<file path="src/mexp_pkg.sv">
`default_nettype none

package mexp_pkg;

  // Modulus and result width, fixed by the register definition.
  localparam int unsigned MOD_W = 62;
  localparam logic [MOD_W-1:0] MOD_RESET = 62'd1000000007;

  // Result stream payload, rounded up to whole bytes.
  localparam int unsigned OUT_TDATA_W = ((MOD_W + 7) / 8) * 8;

  // Configuration port.
  localparam int unsigned CFG_DATA_W = 64;
  localparam int unsigned CFG_ADDR_W = 4;
  localparam logic [CFG_ADDR_W-1:0] ADDR_MODULUS = 4'h0;

  typedef enum logic [5:0] {
    ST_IDLE    = 6'b000001,
    ST_REDUCE  = 6'b000010,
    ST_EXP     = 6'b000100,
    ST_MUL_RES = 6'b001000,
    ST_MUL_SQR = 6'b010000,
    ST_FINISH  = 6'b100000
  } state_e;

  // Selects the multiplicand when a modular product starts.
  typedef enum logic {
    MUL_RES = 1'b0,
    MUL_SQR = 1'b1
  } mul_sel_e;

  typedef struct packed {
    logic     load;
    logic     red_step;
    logic     red_end;
    logic     mul_start;
    mul_sel_e mul_sel;
    logic     mul_step;
    logic     res_wr;
    logic     sqr_wr;
    logic     out_wr;
  } dp_cmd_t;

  typedef struct packed {
    logic exp_zero;
    logic exp_lsb;
    logic mod_zero;
    logic red_done;
    logic mul_done;
  } dp_status_t;

endpackage

`default_nettype wire

</file>
<file path="src/mexp_dp.sv">
`default_nettype none

module mexp_dp #(
  parameter int unsigned OPERAND_BITS = 63
) (
  input  wire logic                         clk_i,
  input  wire mexp_pkg::dp_cmd_t            cmd_i,
  output mexp_pkg::dp_status_t              status_o,
  input  wire logic [OPERAND_BITS-1:0]      base_i,
  input  wire logic [OPERAND_BITS-1:0]      exponent_i,
  input  wire logic [mexp_pkg::MOD_W-1:0]   modulus_i,
  output logic      [mexp_pkg::MOD_W-1:0]   power_result_o
);
  import mexp_pkg::*;

  localparam int unsigned CNT_W = $clog2(OPERAND_BITS + 1);

  logic [MOD_W-1:0]        m_q;
  logic [OPERAND_BITS-1:0] e_q;
  logic [OPERAND_BITS-1:0] raw_q;
  logic [CNT_W-1:0]        cnt_q;
  logic [MOD_W-1:0]        b_q;
  logic [MOD_W-1:0]        res_q;
  logic [MOD_W-1:0]        acc_q;
  logic [MOD_W-1:0]        dbl_q;
  logic [MOD_W-1:0]        mplr_q;
  logic [MOD_W-1:0]        out_q;

  logic [MOD_W:0]   mod_ext;
  logic [MOD_W:0]   red_ext;
  logic [MOD_W-1:0] red_next;
  logic [MOD_W:0]   sum_ext;
  logic [MOD_W-1:0] acc_next;
  logic [MOD_W:0]   dbl_ext;
  logic [MOD_W-1:0] dbl_next;

  // Every partial value stays below the modulus, so one conditional
  // subtraction brings a sum or a doubling back into range.
  always_comb begin
    mod_ext  = {1'b0, m_q};
    red_ext  = {acc_q, raw_q[OPERAND_BITS-1]};
    red_next = (red_ext >= mod_ext) ? MOD_W'(red_ext - mod_ext) : MOD_W'(red_ext);
    sum_ext  = {1'b0, acc_q} + {1'b0, dbl_q};
    acc_next = (sum_ext >= mod_ext) ? MOD_W'(sum_ext - mod_ext) : MOD_W'(sum_ext);
    dbl_ext  = {dbl_q, 1'b0};
    dbl_next = (dbl_ext >= mod_ext) ? MOD_W'(dbl_ext - mod_ext) : MOD_W'(dbl_ext);
  end

  always_ff @(posedge clk_i) begin
    if (cmd_i.load) begin
      m_q   <= modulus_i;
      e_q   <= exponent_i;
      raw_q <= base_i;
      acc_q <= '0;
      cnt_q <= CNT_W'(OPERAND_BITS);
      res_q <= (exponent_i == '0) ? MOD_W'(1) : '0;
    end
    if (cmd_i.red_step) begin
      acc_q <= red_next;
      raw_q <= raw_q << 1;
      cnt_q <= cnt_q - CNT_W'(1);
    end
    if (cmd_i.red_end) begin
      b_q   <= acc_q;
      res_q <= (m_q == MOD_W'(1)) ? '0 : MOD_W'(1);
    end
    if (cmd_i.res_wr) begin
      res_q <= acc_q;
    end
    if (cmd_i.sqr_wr) begin
      b_q <= acc_q;
      e_q <= e_q >> 1;
    end
    if (cmd_i.mul_step) begin
      if (mplr_q[0]) begin
        acc_q <= acc_next;
      end
      dbl_q  <= dbl_next;
      mplr_q <= mplr_q >> 1;
    end
    if (cmd_i.mul_start) begin
      acc_q  <= '0;
      dbl_q  <= (cmd_i.mul_sel == MUL_RES) ? res_q : b_q;
      mplr_q <= b_q;
    end
    if (cmd_i.out_wr) begin
      out_q <= res_q;
    end
  end

  always_comb begin
    status_o.exp_zero = (e_q == '0);
    status_o.exp_lsb  = e_q[0];
    status_o.mod_zero = (m_q == '0);
    status_o.red_done = (cnt_q == '0);
    status_o.mul_done = (mplr_q == '0);
  end

  assign power_result_o = out_q;

endmodule

`default_nettype wire

</file>
<file path="src/mexp_ctrl.sv">
`default_nettype none

module mexp_ctrl (
  input  wire logic                 clk_i,
  input  wire logic                 rst_ni,
  input  wire logic                 in_valid_i,
  output logic                      in_ready_o,
  output logic                      out_valid_o,
  input  wire logic                 out_ready_i,
  input  wire mexp_pkg::dp_status_t status_i,
  output mexp_pkg::dp_cmd_t         cmd_o
);
  import mexp_pkg::*;

  state_e state_q, state_d;
  logic   out_valid_q, out_valid_d;
  logic   out_free;

  assign out_free = !out_valid_q || out_ready_i;

  always_comb begin
    state_d       = state_q;
    cmd_o         = '0;
    cmd_o.mul_sel = MUL_RES;
    out_valid_d   = out_valid_q;
    if (out_valid_q && out_ready_i) begin
      out_valid_d = 1'b0;
    end
    unique case (state_q)
      ST_IDLE: begin
        if (in_valid_i) begin
          cmd_o.load = 1'b1;
          state_d    = ST_REDUCE;
        end
      end
      ST_REDUCE: begin
        priority if (status_i.exp_zero || status_i.mod_zero) begin
          state_d = ST_FINISH;
        end else if (status_i.red_done) begin
          cmd_o.red_end = 1'b1;
          state_d       = ST_EXP;
        end else begin
          cmd_o.red_step = 1'b1;
        end
      end
      ST_EXP: begin
        priority if (status_i.exp_zero) begin
          state_d = ST_FINISH;
        end else if (status_i.exp_lsb) begin
          cmd_o.mul_start = 1'b1;
          cmd_o.mul_sel   = MUL_RES;
          state_d         = ST_MUL_RES;
        end else begin
          cmd_o.mul_start = 1'b1;
          cmd_o.mul_sel   = MUL_SQR;
          state_d         = ST_MUL_SQR;
        end
      end
      ST_MUL_RES: begin
        if (status_i.mul_done) begin
          cmd_o.res_wr    = 1'b1;
          cmd_o.mul_start = 1'b1;
          cmd_o.mul_sel   = MUL_SQR;
          state_d         = ST_MUL_SQR;
        end else begin
          cmd_o.mul_step = 1'b1;
        end
      end
      ST_MUL_SQR: begin
        if (status_i.mul_done) begin
          cmd_o.sqr_wr = 1'b1;
          state_d      = ST_EXP;
        end else begin
          cmd_o.mul_step = 1'b1;
        end
      end
      ST_FINISH: begin
        if (out_free) begin
          cmd_o.out_wr = 1'b1;
          out_valid_d  = 1'b1;
          state_d      = ST_IDLE;
        end
      end
      default: begin
        state_d = ST_IDLE;
      end
    endcase
  end

  always_ff @(posedge clk_i or negedge rst_ni) begin
    if (!rst_ni) begin
      state_q     <= ST_IDLE;
      out_valid_q <= 1'b0;
    end else begin
      state_q     <= state_d;
      out_valid_q <= out_valid_d;
    end
  end

  assign in_ready_o  = (state_q == ST_IDLE);
  assign out_valid_o = out_valid_q;

endmodule

`default_nettype wire

</file>
<file path="src/modular_exponentiation_top.sv">
// Modular exponentiation: power_result = base ** exponent mod modulus.
//
// Input stream (s_axis_*): one item carries base and exponent. Result stream
// (m_axis_*): one item per input item, in order. The modulus is written over
// the APB-style port at byte address 0 (64-bit data, low 62 bits used) and
// must only be changed while the block is idle. It resets to 1000000007.
//
// One item is worked on at a time. The base is first reduced one bit per
// cycle. Each exponent bit, from the least significant up, costs a test,
// a squaring and, when set, a multiply into the running result. A modular
// product retires one multiplier bit per cycle until the multiplier is
// exhausted and then closes; below a 62-bit modulus the multiplier has at
// most 62 bits. Once the result is written to the output register the block
// returns to idle and takes the next item. A zero exponent or modulus skips
// the reduction and goes straight to the finishing step.
//
// Reset clears the controller and drops m_axis_tvalid. A finished result sits
// in an output register, so the next item is accepted while the receiver
// stalls; a second result waits inside the block until that register frees.
`default_nettype none

module modular_exponentiation_top #(
  parameter int unsigned OPERAND_BITS = 63
) (
  input  wire logic                                  clk_i,
  input  wire logic                                  rst_ni,
  // Input stream.
  input  wire logic                                  s_axis_tvalid,
  output logic                                       s_axis_tready,
  // Fields from bit 0: base, exponent (OPERAND_BITS each), zero fill.
  input  wire logic [((2*OPERAND_BITS+7)/8)*8-1:0]   s_axis_tdata,
  // Result stream.
  output logic                                       m_axis_tvalid,
  input  wire logic                                  m_axis_tready,
  // Fields from bit 0: power_result (62 bits), zero fill.
  output logic [mexp_pkg::OUT_TDATA_W-1:0]           m_axis_tdata,
  // Configuration port.
  input  wire logic                                  psel,
  input  wire logic                                  penable,
  input  wire logic                                  pwrite,
  input  wire logic [mexp_pkg::CFG_ADDR_W-1:0]       paddr,
  input  wire logic [mexp_pkg::CFG_DATA_W-1:0]       pwdata,
  output logic      [mexp_pkg::CFG_DATA_W-1:0]       prdata,
  output logic                                       pready
);
  import mexp_pkg::*;

  dp_cmd_t          cmd;
  dp_status_t       status;
  logic [MOD_W-1:0] modulus_q;
  logic [MOD_W-1:0] power_result;

  // Modulus register; written in the access phase of an APB write.
  always_ff @(posedge clk_i or negedge rst_ni) begin
    if (!rst_ni) begin
      modulus_q <= MOD_RESET;
    end else if (psel && penable && pwrite && pready && (paddr == ADDR_MODULUS)) begin
      modulus_q <= pwdata[MOD_W-1:0];
    end
  end

  assign pready = 1'b1;
  assign prdata = (paddr == ADDR_MODULUS) ? CFG_DATA_W'(modulus_q) : '0;

  mexp_ctrl u_ctrl (
    .clk_i       (clk_i),
    .rst_ni      (rst_ni),
    .in_valid_i  (s_axis_tvalid),
    .in_ready_o  (s_axis_tready),
    .out_valid_o (m_axis_tvalid),
    .out_ready_i (m_axis_tready),
    .status_i    (status),
    .cmd_o       (cmd)
  );

  mexp_dp #(
    .OPERAND_BITS (OPERAND_BITS)
  ) u_dp (
    .clk_i          (clk_i),
    .cmd_i          (cmd),
    .status_o       (status),
    .base_i         (s_axis_tdata[OPERAND_BITS-1:0]),
    .exponent_i     (s_axis_tdata[2*OPERAND_BITS-1:OPERAND_BITS]),
    .modulus_i      (modulus_q),
    .power_result_o (power_result)
  );

  assign m_axis_tdata = OUT_TDATA_W'(power_result);

endmodule

`default_nettype wire

</file>
<file path="config.mk">
export PLATFORM = sky130hd
export DESIGN_NAME = modular_exponentiation_top
export DESIGN_NICKNAME = d
export VERILOG_FILES = /design/src/mexp_pkg.sv /design/src/mexp_dp.sv /design/src/mexp_ctrl.sv /design/src/modular_exponentiation_top.sv
export SDC_FILE = /design/constraint.sdc
export NUM_CORES = 2
export LEC_CHECK = 0
export BUFFER_PORTS_ARGS = -buffer_cell sky130_fd_sc_hd__buf_2
export CORE_ASPECT_RATIO = 0.6
export CORE_MARGIN = 4
export CORE_UTILIZATION = 52
export CTS_CLUSTER_DIAMETER = 40
export DETAILED_ROUTE_END_ITERATION = 12
export MAX_ROUTING_LAYER = met4
export PLACE_DENSITY = 0.74
export SYNTH_ARGS = -nofsm -noshare
export SYNTH_HDL_FRONTEND = slang
export SYNTH_SLANG_ARGS = --single-unit
export TNS_END_PERCENT = 5
</file>
<file path="constraint.sdc">
create_clock -name clk_i -period 6.9 [get_ports clk_i]
set_clock_uncertainty 0.15 [all_clocks]
set_input_delay 1.38 -clock clk_i [delete_from_list [all_inputs] [get_ports clk_i]]
set_output_delay 1.38 -clock clk_i [all_outputs]
set_load 0.01 [all_outputs]
</file>
==> results.toml <==
[outcome]
status = "finished, final reports clean"

[detailed_routing]
drt-total-wl_mm = 144.2
vias = 35863
first_pass_iters = 6
wl_per_cell_um = 25.35
drc = 0
vias_per_cell = 6.303
drt_iter0_drc = 4561
antenna_left = 0

[setup_path]
r2r-start = "u_dp.dbl_q[0]$_DFFE_PP_"
cp_data_arrival_time_ns = 6.92
critPathMaxFanout = 18
crit_type = "reg2reg"
end_kind = "flop"
slowest_delay_ns = 0.49
cp.required_ns = 7.21
crit_path_start = "u_dp.dbl_q[0]$_DFFE_PP_"
start_kind = "flop"
crit_path_frequent_cell = "buf_4"
crit_slowest_cell = "a2111oi_4"

[timing]
tightest_slew_ns = 1.291
finalHoldViolCount = 0
slew_violations = 0
finalCriticalPeriod_ns = 6.607
setup_tns_ns = 0
slew_headroom_pct = 13.17
period_share_pct = 95.76
setup_ws_ns = 0.2927
timing.hold.ws_ns = 0.2986
max_freq_mhz = 151.3
setup-violations-final = 0

[floorplanning]
initial_core_util_pct = 52.97
core_area_um2 = 78290
design.die.area_um2 = 84480
die_y_um = 226.7
ioPinCount = 334
rows = 79
chipWidth_um = 372.6

[min_path]
min_path_type = "reg2reg"
min-delay-start = "u_dp.res_q[4]$_SDFFCE_PN0P_"

[yosys]
synth.area.top_cells = "edfxtp_1 36%, ha_1 7.5%, a21oi_1 4.5%, nand2_1 4.4%, mux2_2 3.6%"
synthCells = 4250
synth.cell_area_um2 = 41470
synth_enable_flop_cells = 502
synth_flop_cell = "edfxtp_1"
avgSynthCellArea_um2 = 9.757
synth-seq-cells = 635
synthArstFlopShare_pct = 10.87
yosys_warnings = 0
synth_top_area_share_pct = 36.35
yosysTopAreaCell = "edfxtp_1"
ys_seq_area_share_pct = 43.66
synth_cell_types = 91

[layout]
area_delta_synth_final_pct = 14.38
drive_gt1_share_pct = 17.85
fin_nets = 5036
final_cell_mix = "502 x edfxtp_1, 484 x nand2_1, 364 x a21oi_1, 323 x buf_2, 250 x ha_1"
final_common_cell = "edfxtp_1"

[pwr]
irDropWorstVdd_v = 0.0002196
power_mw = 22.09
leakage_nw = 19.51
powerDensity_nw_per_um2 = 465.7

[clock_network]
htree_num_levels = 3
cts_tree = "done"
cts-root-buf = "clkbuf_16"
clock_sinks = 635
clk_pin_slew_ns = 0.06
clock_path_buffers = 3
cts_made_buffers = 70
clk_latency_ns = 0.66

[global_routing]
gr-usage-all-layers_pct = 34.41
grt_pass1_vias = 31944
grt_max_degree = 97
grt_overflow_total = 0
antenna_found_initial = 2
grt_pass1_wl_mm = 207.5

[job]
drv_cap = 0

[place]
portBuffers = 324
place_congestion = 1.033
dp_hpwl_mm = 115.8
place_ws_ns = 0.2668
## synth_stat cells, types with 80 or more instances
| cell | number |
|---|---|
| a21o_1 | 104 |
| nor2_1 | 231 |
| o21ai_0 | 206 |
| mux2_2 | 134 |
| nand4_1 | 83 |
| a21oi_1 | 369 |
| nand2_1 | 485 |
| ha_1 | 250 |
| nor4_1 | 80 |
| clkbuf_1 | 191 |
| xnor2_1 | 156 |
| a211oi_1 | 127 |
| inv_1 | 140 |
| and2_1 | 143 |
| edfxtp_1 | 502 |
## metal layers
layer	up-vias	GRT usage (%)	wire length [um]	part of all wire, %
met5	-	-	0	0
met4	0	5.471	1938	1.3
met3	112	20.39	27400	19
met2	2080	35.33	46170	32
met1	17071	54.26	68730	48
li1	16600	-	-	-
## state kept, by name, indices dropped and copies added, names as in the netlist
name / flops
u_dp.dbl_q: 62
u_dp.acc_q: 62
u_dp.e_q: 63
u_dp.m_q: 62
u_dp.power_result_o: 62
modulus_q: 62
u_dp.raw_q: 63
u_dp.mplr_q: 62
u_ctrl.out_valid_o: 1
u_dp.res_q: 62
u_dp.cnt_q: 6
u_dp.b_q: 62
u_ctrl.state_q: 6
## final timing paths
check	endpoint	slack [ns]	cells past startpoint
setup / recovery	u_dp.acc_q[3]$_SDFF_PP0_	0.29	32
hold / removal	u_dp.power_result_o[4]$_DFFE_PP_	0.30	0
setup reg to reg	u_dp.acc_q[3]$_SDFF_PP0_	0.29	32
hold reg to reg	u_dp.power_result_o[4]$_DFFE_PP_	0.30	0
max in group asynchronous	modulus_q[7]$_DFFE_PN0P_	5.24	1
min in group asynchronous	u_ctrl.state_q[1]$_DFFE_PN0P_	0.73	1
## per-stage QoR
stage,util (%),cells,cell area (um2)
2_1_floorplan,-,4253,41480
3_3_place_gp,57.38,5557,44920
3_5_place_dp,57.38,5557,44920
4_1_cts,60.36,5682,47260
5_1_grt,60.58,5687,47420
6_report,60.59,5690,47430
## timing repair
item / 4_1_cts / 5_1_grt
gates resized for setup: 0 / 25
hold buffers: 0 / 0
setup buffers: 0 / 3
endpoints found under the setup margin: 0 / 62
## power by group
group          internal, mW  switching, mW
clock network          2.14           1.63
registers              5.23          0.601
logic                  4.55           7.93
total                  11.9           10.2
## critical path: cells and delay by family, from the launching register on
kind	cells	cell delay, ns
adders and majority gates	3	0.89
and+or+nand+nor	5	0.56
DFF	1	0.43
xor gates and xnor gates	1	0.19
buffers and inverters	7	1.08
AOI/OAI and AO/OA	16	3.10
## cell families after synthesis
| family | after synthesis | synth area share (%) |
|---|---|---|
| other | 2 | 0.01811 |
| AO/OA/AOI/OAI | 1229 | 19.49 |
| XOR/XNOR | 233 | 4.921 |
| buffers and inverters | 376 | 3.545 |
| flip-flops | 635 | 43.66 |
| adder cells (fa/ha/maj) | 254 | 7.736 |
| AND/OR/NAND/NOR | 1314 | 15.23 |
| multiplexers | 207 | 5.401 |
## area by class of cell
cell class,instances,area (um2)
Clock buffer,88,1923
Sequential cell,635,18100
Timing Repair Buffer,490,2958
Antenna cell,5,12.51
Tap cell,1053,1318
Multi-Input combinational cell,3242,22180
Fill cell,6639,30850
Inverter,140,528.0
Clock inverter,37,411.6
No activity file was read; power rests on OpenSTA's default activity.
